### config.mk
export PLATFORM = sky130hd
export DESIGN_NAME = mcsp_controller
export DESIGN_NICKNAME = d
export VERILOG_FILES = /design/src/design/mcsp_pkg.sv /design/src/design/mcsp_controller.sv
export SDC_FILE = /design/constraint.sdc
export NUM_CORES = 1
export LEC_CHECK = 0
export ABC_AREA = 1
export BUFFER_PORTS_ARGS = -buffer_cell sky130_fd_sc_hd__buf_2
export CORE_AREA = 2 2 39 41
export CTS_CLUSTER_DIAMETER = 50
export DETAILED_ROUTE_END_ITERATION = 16
export DIE_AREA = 0 0 41 43
export GPL_ROUTABILITY_DRIVEN = 0
export GPL_TIMING_DRIVEN = 0
export SYNTH_ARGS = -nofsm -noshare
export SYNTH_HDL_FRONTEND = slang
export SYNTH_SLANG_ARGS = --single-unit
### constraint.sdc
create_clock -name clock -period 1.5 [get_ports clock]
set_clock_uncertainty 0.15 [all_clocks]
set_input_delay 0.225 -clock clock [delete_from_list [all_inputs] [get_ports clock]]
set_output_delay 0.225 -clock clock [all_outputs]
set_load 0.005 [all_outputs]
### src/design/mcsp_pkg.sv
`timescale 1ns / 1ps
// ---------------------------------------------------------------------------
// mcsp_pkg: shared definitions of the set partition search core
// Constants, register indexes, command codes and controller/datapath structs.
// ---------------------------------------------------------------------------
package mcsp_pkg;

   localparam int MAX_ELEMENTS = 8;
   localparam int COST_WIDTH   = 32;

   localparam int MASK_W      = MAX_ELEMENTS;
   localparam int LBL_W       = $clog2(MAX_ELEMENTS);
   localparam int CNT_W       = $clog2(MAX_ELEMENTS + 1);
   localparam int TABLE_DEPTH = (1 << MAX_ELEMENTS) - 1;
   localparam int ADDR_W      = $clog2(TABLE_DEPTH);
   localparam int IN_COST_W   = 32;
   localparam int BOUND_W     = 32;
   localparam int SUM_W       = 35;
   localparam int CSR_IDX_W   = 1;
   localparam int CSR_DATA_W  = 32;

   localparam logic signed [SUM_W-1:0] SUM_MAX = {1'b0, {(SUM_W-1){1'b1}}};
   localparam logic signed [SUM_W-1:0] SUM_MIN = {1'b1, {(SUM_W-1){1'b0}}};

   localparam logic [CNT_W-1:0]          ELEMENT_COUNT_RESET = CNT_W'(MAX_ELEMENTS);
   localparam logic signed [BOUND_W-1:0] START_BOUND_RESET   = 32'sd655360000;

   localparam logic [CSR_IDX_W-1:0] CSR_ELEMENT_COUNT = 1'b0;
   localparam logic [CSR_IDX_W-1:0] CSR_START_BOUND   = 1'b1;

   localparam logic CMD_LOAD = 1'b0;
   localparam logic CMD_RUN  = 1'b1;

   typedef struct packed {
      logic load;       // write the accepted cost entry
      logic start;      // initialize a run
      logic issue;      // read the cost of the next block
      logic eval;       // compare the sum and step to the next partition
      logic emit_next;  // move to the next result
   } dp_cmd_type;

   typedef struct packed {
      logic last_issue;   // current read is for the last block
      logic has_next;     // another partition follows the current one
      logic last_result;  // current result is the final one of the run
   } dp_status_type;

endpackage

### src/design/mcsp_controller.sv
`timescale 1ns / 1ps
// ---------------------------------------------------------------------------
// mcsp_controller: sequencing state machine of the partition search
// Takes items, walks partitions block by block and hands out the results.
// ---------------------------------------------------------------------------
module mcsp_controller (
   input  logic                    clock,
   input  logic                    reset,
   input  logic                    req_valid,
   input  logic                    req_cmd,
   output logic                    req_ready,
   output logic                    rsp_valid,
   input  logic                    rsp_ready,
   input  mcsp_pkg::dp_status_type status,
   output mcsp_pkg::dp_cmd_type    cmd
);
   import mcsp_pkg::*;

   typedef enum logic [2:0] {
      ST_IDLE,
      ST_SUM,
      ST_DRAIN,
      ST_EVAL,
      ST_EMIT
   } state_type;

   state_type state_ff, state_in;
   logic      req_fire;

   assign req_ready = (state_ff == ST_IDLE);
   assign rsp_valid = (state_ff == ST_EMIT);
   assign req_fire  = req_valid && req_ready;

   always_comb begin
      state_in      = state_ff;
      cmd.load      = 1'b0;
      cmd.start     = 1'b0;
      cmd.issue     = 1'b0;
      cmd.eval      = 1'b0;
      cmd.emit_next = 1'b0;
      case (state_ff)
         ST_IDLE: begin
            if (req_fire) begin
               if (req_cmd == CMD_RUN) begin
                  cmd.start = 1'b1;
                  state_in  = ST_SUM;
               end else begin
                  cmd.load = 1'b1;
               end
            end
         end
         ST_SUM: begin
            cmd.issue = 1'b1;
            if (status.last_issue) begin
               state_in = ST_DRAIN;
            end
         end
         ST_DRAIN: begin
            state_in = ST_EVAL;
         end
         ST_EVAL: begin
            cmd.eval = 1'b1;
            state_in = status.has_next ? ST_SUM : ST_EMIT;
         end
         ST_EMIT: begin
            if (rsp_ready) begin
               if (status.last_result) begin
                  state_in = ST_IDLE;
               end else begin
                  cmd.emit_next = 1'b1;
               end
            end
         end
         default: begin
            state_in = ST_IDLE;
         end
      endcase
   end

   always_ff @(posedge clock) begin
      if (reset) begin
         state_ff <= ST_IDLE;
      end else begin
         state_ff <= state_in;
      end
   end

`ifndef SYNTHESIS
   // A run always starts with a block read in the following cycle.
   assert property (@(posedge clock) disable iff (reset)
      cmd.start |=> cmd.issue)
      else $error("run start not followed by a block read");

   // The last block read of a partition is followed by a drain and an evaluation.
   assert property (@(posedge clock) disable iff (reset)
      (cmd.issue && status.last_issue) |=> ##1 cmd.eval)
      else $error("evaluation did not follow the last block read");

   // No item is taken while results are being handed out.
   assert property (@(posedge clock) disable iff (reset)
      rsp_valid |-> !req_ready)
      else $error("input ready while results pending");
`endif

endmodule

==> impl_metrics.prom, run 1 <==
# TYPE chip_impl_metric gauge
chip_impl_metric{name="post_dp_cell_area",unit="um^2"} 349
chip_impl_metric{name="timing.critical_path.arrival",unit="ns"} 1.09
chip_impl_metric{name="design_power_total",unit="mW"} 0.648
chip_impl_metric{name="avgViaCountPerCell",unit=""} 3.88
chip_impl_metric{name="flip_flop_count_of_the_largest_register_after_layout",unit=""} 3
chip_impl_metric{name="grt_pass1_vias",unit=""} 254
chip_impl_metric{name="path_clk_slew",unit="ns"} 0.03
chip_impl_metric{name="num_rows",unit=""} 14
chip_impl_metric{name="global_route_wire_length_before_repair",unit="um"} 848
chip_impl_metric{name="detail_route.first_pass.iterations",unit=""} 2
chip_impl_metric{name="n_antenna_cell",unit=""} 0
chip_impl_info{name="timing.critical_path.max_delay_family",value="simple AND/OR/NAND/NOR gates"} 1
chip_impl_metric{name="num_io_pins",unit=""} 15
chip_impl_info{name="largest_registers",value="state_ff: 3 flops"} 1
chip_impl_info{name="crit_slowest_cell",value="sky130_fd_sc_hd__dfxtp_2"} 1
chip_impl_info{name="cell_type_with_the_highest_aggregate_area_in_the_netlist",value="sky130_fd_sc_hd__dfxtp_1"} 1
chip_impl_metric{name="yosysUniqueCellTypes",unit=""} 15
chip_impl_metric{name="initial_core_util",unit="%"} 18.7
chip_impl_metric{name="syn_std_cell_area",unit="um^2"} 259
chip_impl_info{name="cp-end-kind",value="output pin"} 1
chip_impl_metric{name="finish.instance_area",unit="um^2"} 385
chip_impl_info{name="worstPathCellList",value="nor2_4, inv_2, nor2_2, nand2_1, nor2_1, buf_2"} 1
chip_impl_info{name="final_common_cell",value="sky130_fd_sc_hd__buf_2"} 1
chip_impl_metric{name="ys_seq_area_share",unit="%"} 23.2
chip_impl_info{name="rr_endpoint",value="state_ff[0]"} 1
chip_impl_info{name="final_cell_mix",value="sky130_fd_sc_hd__buf_2, sky130_fd_sc_hd__nor2_1, sky130_fd_sc_hd__nand2_1"} 1
chip_impl_metric{name="synth-warning-count",unit=""} 0
chip_impl_metric{name="slew_violations",unit=""} 0
chip_impl_metric{name="nNetsFinal",unit=""} 70
chip_impl_metric{name="final.period_utilization",unit="%"} 97.6
chip_impl_metric{name="clk_latency",unit="ns"} 0.23
chip_impl_metric{name="vdd_drop_max",unit="mV"} 0.442
chip_impl_metric{name="die_y",unit="um"} 43
chip_impl_info{name="min-delay-start",value="reset"} 1
chip_impl_info{name="timing.hold.worst_endpoint",value="state_ff[1]"} 1
chip_impl_metric{name="power.density_cell_area",unit="nW/um^2"} 1680
chip_impl_info{name="worstHoldPathType",value="primary input to flop"} 1
chip_impl_metric{name="ys_seq_elements",unit=""} 3
chip_impl_metric{name="route.detailed.drc",unit=""} 0
chip_impl_metric{name="worst_slew_margin_rel",unit="%"} 89.8
chip_impl_metric{name="endpoints_failing_setup",unit=""} 0
chip_impl_metric{name="cts-root-to-sink-buffers",unit=""} 2
chip_impl_info{name="top_register",value="state_ff"} 1
chip_impl_metric{name="first_iter_violations",unit=""} 1
chip_impl_metric{name="syn_area_per_cell",unit="um^2"} 6.02
chip_impl_metric{name="synth_nets",unit=""} 51
chip_impl_info{name="worstSetupStartpointType",value="flop"} 1
chip_impl_metric{name="num_vias",unit=""} 299
chip_impl_metric{name="r2r_cells",unit=""} 8
chip_impl_metric{name="routed_wirelength",unit="um"} 577
chip_impl_metric{name="cts.sink_count",unit=""} 3
chip_impl_metric{name="fmax",unit="GHz"} 0.683
chip_impl_metric{name="area_growth_syn_to_layout",unit="%"} 48.8
chip_impl_metric{name="count_of_input_and_output_buffers",unit=""} 14
chip_impl_metric{name="die_x",unit="um"} 41
chip_impl_metric{name="cts-htree-levels",unit=""} 1
chip_impl_metric{name="required_time_reported_for_the_critical_path_endpoint",unit="ns"} 1.12
chip_impl_metric{name="global_route.usage.total",unit="%"} 7.41
chip_impl_metric{name="cts_hold_repair.buffers",unit=""} 0
chip_impl_metric{name="total_of_max_cap_violations",unit=""} 0
chip_impl_metric{name="fp.dieArea",unit="um^2"} 1760
chip_impl_metric{name="grt_remaining_overflow",unit=""} 0
chip_impl_metric{name="timing_hold_violations_final",unit=""} 0
chip_impl_info{name="r2r_start",value="state_ff[2]"} 1
chip_impl_info{name="synthTopCellsByArea",value="sky130_fd_sc_hd__dfxtp_1, sky130_fd_sc_hd__nor2_1, sky130_fd_sc_hd__nand2_1"} 1
chip_impl_metric{name="final_period_minus_worst_setup_slack",unit="ns"} 1.46
chip_impl_metric{name="grt_antenna_before_repair",unit=""} 0
chip_impl_metric{name="antenna_left",unit=""} 0
chip_impl_info{name="status",value="finished, final reports clean"} 1
chip_impl_info{name="worstSetupPathType",value="flop to output pin"} 1
chip_impl_metric{name="wire_per_inst",unit="um"} 7.49
chip_impl_metric{name="peak_fanout_along_the_critical_path",unit=""} 4
chip_impl_metric{name="post_route_cells_drive_above_1_share",unit="%"} 47.5
chip_impl_metric{name="critPathMaxStageDelay",unit="ns"} 0.33
chip_impl_info{name="cts.root.buffer_cell",value="sky130_fd_sc_hd__clkbuf_4"} 1
chip_impl_metric{name="max_slew.worst_pin.slew",unit="ns"} 0.151
chip_impl_metric{name="maximum_number_of_pins_on_one_net_before_global_route_repair",unit=""} 10
chip_impl_metric{name="cts_setup_buffers",unit=""} 0
chip_impl_metric{name="worst-r2r-setup-slack",unit="ns"} 0.29
chip_impl_metric{name="cts_inserted_buffers",unit=""} 3
chip_impl_metric{name="post_synth_inst_count",unit=""} 43
chip_impl_metric{name="place_hpwl",unit="um"} 474
chip_impl_metric{name="leakage",unit="nW"} 0.214
chip_impl_metric{name="whs_path_depth",unit=""} 2
chip_impl_metric{name="design.core.area",unit="um^2"} 1380
chip_impl_metric{name="synth.top_cell.area_share",unit="%"} 23.2
chip_impl_info{name="tritoncts",value="yes"} 1
chip_impl_info{name="rsz0062_at_grt",value="yes"} 1
chip_impl_metric{name="critPathBufInv",unit=""} 2
final cells by class:
type / count / area, um^2
inverter: 7 / 28.8
multi-input combinational: 32 / 166
clock buffer: 4 / 26.3
sequential: 3 / 62.6
timing repair buffer: 14 / 70.1
tap: 16 / 20.0
buffer: 1 / 11.3
fill: 171 / 998
how the worst max path moves through the flow:
stage | start | to | slack [ns] | cells after the start
floorplan | state_ff[0] | cmd[4] | 0.28 | 5
global placement | state_ff[0] | cmd[4] | 0.20 | 6
detailed placement | state_ff[0] | cmd[4] | 0.20 | 6
CTS | state_ff[1] | cmd[4] | 0.01 | 6
global route | state_ff[0] | cmd[4] | -0.09 | 6
finish | state_ff[0] | cmd[4] | 0.04 | 6
kinds of logic (layout without fill, tap and decap cells):
family          Yosys count  count (layout)  share of synthesized area, %
simple gates             31              31                          59.4
buf+inv                   8              26                          15.5
compound gates            1               1                          1.93
flops                     3               3                          23.2
synthesized netlist by cell type:
cell type,instances
sky130_fd_sc_hd__nor2_1,10
sky130_fd_sc_hd__nand3_1,4
sky130_fd_sc_hd__inv_1,5
sky130_fd_sc_hd__nor2_4,1
sky130_fd_sc_hd__buf_6,1
sky130_fd_sc_hd__inv_2,1
sky130_fd_sc_hd__nor2_2,2
sky130_fd_sc_hd__nand2_2,2
sky130_fd_sc_hd__o21ai_0,1
sky130_fd_sc_hd__nor3b_2,1
sky130_fd_sc_hd__dfxtp_1,3
sky130_fd_sc_hd__nand2_1,8
sky130_fd_sc_hd__nor3_1,2
sky130_fd_sc_hd__inv_4,1
sky130_fd_sc_hd__nand3b_1,1
per-layer routing:
layer  routed length (um)  share of wire, %  vias to the layer above  GRT usage, %
met5                    0                 0                        -             0
met4                   15               2.6                        0          8.00
met3                   20               3.5                        2          1.57
met2                  314                54                        7          10.9
met1                  227                39                      125          7.67
li1                     -                 -                      165             -
worst reg2reg max path, delay by kind of cell (launching register included):
| family | cells | cell delay [ns] |
|---|---|---|
| buffers and inverters | 2 | 0.17 |
| DFF | 1 | 0.31 |
| and+or+nand+nor | 6 | 0.46 |
where the power goes:
part	total (mW)	internal (mW)	leakage, nW	switching, mW
clock	0.140	0.0996	0.0150	0.0403
sequential	0.137	0.109	0.0254	0.0278
combinational	0.371	0.163	0.173	0.208
through the flow:
step | setup TNS [ns] | util (%) | hold slack, ns | cells | worst slack [ns]
after floorplan | 0 | - | 0.145 | 43 | 0.280
after global placement | 0 | 25.2 | 0.259 | 73 | 0.197
after detailed placement | 0 | 25.2 | 0.261 | 73 | 0.205
after CTS | 0 | 27.8 | 0.00479 | 77 | 0.0143
after global routing | -0.0852 | 27.8 | 0.0128 | 77 | -0.0852
final | 0 | 27.8 | 0.0132 | 77 | 0.0362
repair_timing:
action,in CTS,in global routing
resized for setup,3,1
pin swaps,1,1
endpoints found under the hold margin,0,0
setup endpoints to repair,1,1
No activity file was read; power rests on OpenSTA's default activity.
==> inputs of run 2 (changes only) <==
--- a/config.mk
+++ b/config.mk
@@ -6,13 +6,14 @@
 export NUM_CORES = 1
 export LEC_CHECK = 0
 export ABC_AREA = 1
-export BUFFER_PORTS_ARGS = -buffer_cell sky130_fd_sc_hd__buf_2
+export BUFFER_PORTS_ARGS = -buffer_cell sky130_fd_sc_hd__clkbuf_2
 export CORE_AREA = 2 2 39 41
 export CTS_CLUSTER_DIAMETER = 50
 export DETAILED_ROUTE_END_ITERATION = 16
 export DIE_AREA = 0 0 41 43
 export GPL_ROUTABILITY_DRIVEN = 0
 export GPL_TIMING_DRIVEN = 0
+export RECOVER_POWER = 25
 export SYNTH_ARGS = -nofsm -noshare
 export SYNTH_HDL_FRONTEND = slang
 export SYNTH_SLANG_ARGS = --single-unit
==> impl_metrics.prom, run 2 (synthesis results as in run 1) <==
# TYPE chip_impl_metric gauge
chip_impl_metric{name="cts-root-to-sink-buffers",unit=""} 2
chip_impl_metric{name="switching_share",unit="%"} 42.0
chip_impl_metric{name="initial_core_util",unit="%"} 18.7
chip_impl_metric{name="fp.dieArea",unit="um^2"} 1760
chip_impl_metric{name="post_dp_cell_area",unit="um^2"} 349
chip_impl_metric{name="p_sw",unit="mW"} 0.285
chip_impl_info{name="final_cell_mix",value="sky130_fd_sc_hd__clkbuf_2, sky130_fd_sc_hd__nor2_1, sky130_fd_sc_hd__nand2_1"} 1
chip_impl_info{name="cp-end-kind",value="output pin"} 1
chip_impl_metric{name="final.period_utilization",unit="%"} 101
chip_impl_metric{name="design.core.area",unit="um^2"} 1380
chip_impl_metric{name="max_slew.worst_pin.slew",unit="ns"} 0.146
chip_impl_metric{name="route.detailed.drc",unit=""} 0
chip_impl_metric{name="first_iter_violations",unit=""} 2
chip_impl_metric{name="num_io_pins",unit=""} 15
chip_impl_metric{name="sequential_cell_area",unit="um^2"} 62.6
chip_impl_info{name="worstHoldPathType",value="primary input to flop"} 1
chip_impl_metric{name="cts_inserted_buffers",unit=""} 3
chip_impl_metric{name="total_of_max_cap_violations",unit=""} 0
chip_impl_metric{name="power.density_cell_area",unit="nW/um^2"} 1700
chip_impl_metric{name="cts.sink_count",unit=""} 3
chip_impl_info{name="worstSetupStartpointType",value="flop"} 1
chip_impl_metric{name="timing.critical_path.arrival",unit="ns"} 1.15
chip_impl_metric{name="nNetsFinal",unit=""} 71
chip_impl_metric{name="vdd_drop_max",unit="mV"} 0.496
chip_impl_metric{name="place_hpwl",unit="um"} 469
chip_impl_metric{name="slew_violations",unit=""} 0
chip_impl_info{name="largest_registers",value="state_ff: 3 flops"} 1
chip_impl_metric{name="count_of_input_and_output_buffers",unit=""} 14
chip_impl_metric{name="wire_per_inst",unit="um"} 7.08
chip_impl_metric{name="routed_wirelength",unit="um"} 552
chip_impl_metric{name="multi_input_comb_area",unit="um^2"} 171
chip_impl_metric{name="cts_hold_repair.buffers",unit=""} 0
chip_impl_metric{name="final_period_minus_worst_setup_slack",unit="ns"} 1.52
chip_impl_metric{name="global_route.usage.total",unit="%"} 7.32
chip_impl_metric{name="p_comb_share",unit="%"} 59.2
chip_impl_metric{name="r2r_cells",unit=""} 8
chip_impl_metric{name="power.share.sequential",unit="%"} 20.2
chip_impl_info{name="top_register",value="state_ff"} 1
chip_impl_metric{name="maximum_number_of_pins_on_one_net_before_global_route_repair",unit=""} 10
chip_impl_metric{name="num_vias",unit=""} 299
chip_impl_metric{name="cts-htree-levels",unit=""} 1
chip_impl_metric{name="endpoints_failing_setup",unit=""} 1
chip_impl_metric{name="worst_slack",unit="ns"} -0.0211
chip_impl_metric{name="finish.instance_area",unit="um^2"} 398
chip_impl_metric{name="post_route_cells_drive_above_1_share",unit="%"} 48.4
chip_impl_metric{name="global_route_wire_length_before_repair",unit="um"} 841
chip_impl_metric{name="final_util",unit="%"} 28.8
chip_impl_metric{name="avgViaCountPerCell",unit=""} 3.83
chip_impl_metric{name="die_y",unit="um"} 43
chip_impl_metric{name="num_rows",unit=""} 14
chip_impl_metric{name="path_clk_slew",unit="ns"} 0.04
chip_impl_metric{name="leakage",unit="nW"} 0.217
chip_impl_metric{name="totalNegativeSetupSlack",unit="ns"} -0.0211
chip_impl_metric{name="fmax",unit="GHz"} 0.657
chip_impl_metric{name="n_antenna_cell",unit=""} 0
chip_impl_metric{name="grt_remaining_overflow",unit=""} 0
chip_impl_metric{name="antenna_left",unit=""} 0
chip_impl_metric{name="grt_pass1_vias",unit=""} 267
chip_impl_info{name="status",value="finished, violations left"} 1
chip_impl_metric{name="num-fill-cells",unit=""} 166
chip_impl_metric{name="timing_hold_violations_final",unit=""} 0
chip_impl_info{name="rsz0062_at_grt",value="yes"} 1
chip_impl_metric{name="clk_latency",unit="ns"} 0.23
chip_impl_metric{name="area_growth_syn_to_layout",unit="%"} 53.6
chip_impl_metric{name="required_time_reported_for_the_critical_path_endpoint",unit="ns"} 1.12
chip_impl_metric{name="clock_power_share",unit="%"} 20.6
chip_impl_info{name="violations",value="setup timing"} 1
chip_impl_info{name="cts.root.buffer_cell",value="sky130_fd_sc_hd__clkbuf_4"} 1
chip_impl_metric{name="worst_slew_margin_rel",unit="%"} 90.2
chip_impl_metric{name="grt_antenna_before_repair",unit=""} 0
chip_impl_info{name="worstSetupPathType",value="flop to output pin"} 1
chip_impl_info{name="tritoncts",value="yes"} 1
chip_impl_metric{name="intPower",unit="mW"} 0.393
chip_impl_metric{name="flip_flop_count_of_the_largest_register_after_layout",unit=""} 3
chip_impl_info{name="final_common_cell",value="sky130_fd_sc_hd__clkbuf_2"} 1
chip_impl_metric{name="peak_fanout_along_the_critical_path",unit=""} 4
chip_impl_metric{name="whs_path_depth",unit=""} 2
chip_impl_metric{name="holdWs",unit="ns"} 0.0132
chip_impl_metric{name="die_x",unit="um"} 41
chip_impl_metric{name="detail_route.first_pass.iterations",unit=""} 2
[run 2: stage by stage]
| step | setup WS, ns | power (mW) | cells |
|---|---|---|---|
| after detailed placement | 0.172 | 0.488 | 73 |
| after CTS | -0.00339 | 0.655 | 77 |
| final | -0.0211 | 0.678 | 78 |
| after global placement | 0.181 | 0.489 | 73 |
| after global routing | -0.103 | 0.742 | 78 |
| after floorplan | 0.280 | 0.398 | 43 |
[run 2: cell type report]
| type | instances | area share (%) |
|---|---|---|
| Buffer | 1 | 2.83 |
| Clock buffer | 4 | 6.60 |
| Tap cell | 16 | 5.03 |
| Timing Repair Buffer | 15 | 19.5 |
| Inverter | 7 | 7.23 |
| Multi-Input combinational cell | 32 | 43.1 |
| Sequential cell | 3 | 15.7 |
[run 2: metal layers]
| metal | wire length (um) | GRT usage (%) | vias up |
|---|---|---|---|
| met5 | 0 | 0 | - |
| met4 | 15 | 8.00 | 0 |
| met3 | 35 | 2.09 | 2 |
| met2 | 295 | 11.6 | 7 |
| met1 | 206 | 6.41 | 119 |
| li1 | - | - | 171 |
[run 2: power groups by stage]
stage | clock network, mW | registers (mW) | logic (mW)
3_5_place_dp | 0 | 0.128 | 0.360
4_1_cts | 0.149 | 0.134 | 0.372
3_3_place_gp | 0 | 0.128 | 0.361
2_1_floorplan | 0 | 0.125 | 0.273
5_1_grt | 0.151 | 0.139 | 0.452
6_report | 0.140 | 0.137 | 0.401
[run 2: path summary, 6_finish.rpt]
kind	startpoint	endpoint	slack, ns
worst max-delay path	state_ff[0]	cmd[0]	-0.02
worst min register to register	state_ff[0]	state_ff[0]	0.37
worst max register to register	state_ff[1]	state_ff[0]	0.24
worst min-delay path	reset	state_ff[1]	0.01
[run 2: worst max-delay path, stage by stage (launching register included)]
cell	delay, ns
sky130_fd_sc_hd__dfxtp_2	0.33
sky130_fd_sc_hd__nor2_4	0.14
sky130_fd_sc_hd__buf_4	0.12
sky130_fd_sc_hd__nand3b_1	0.10
sky130_fd_sc_hd__nor2_1	0.11
sky130_fd_sc_hd__clkbuf_2	0.12
[run 2: repair_timing]
item                       in CTS  in global routing
buffers inserted                0                  1
setup endpoints to repair       2                  1
pin swaps                       1                  2
resized for setup               3                  2
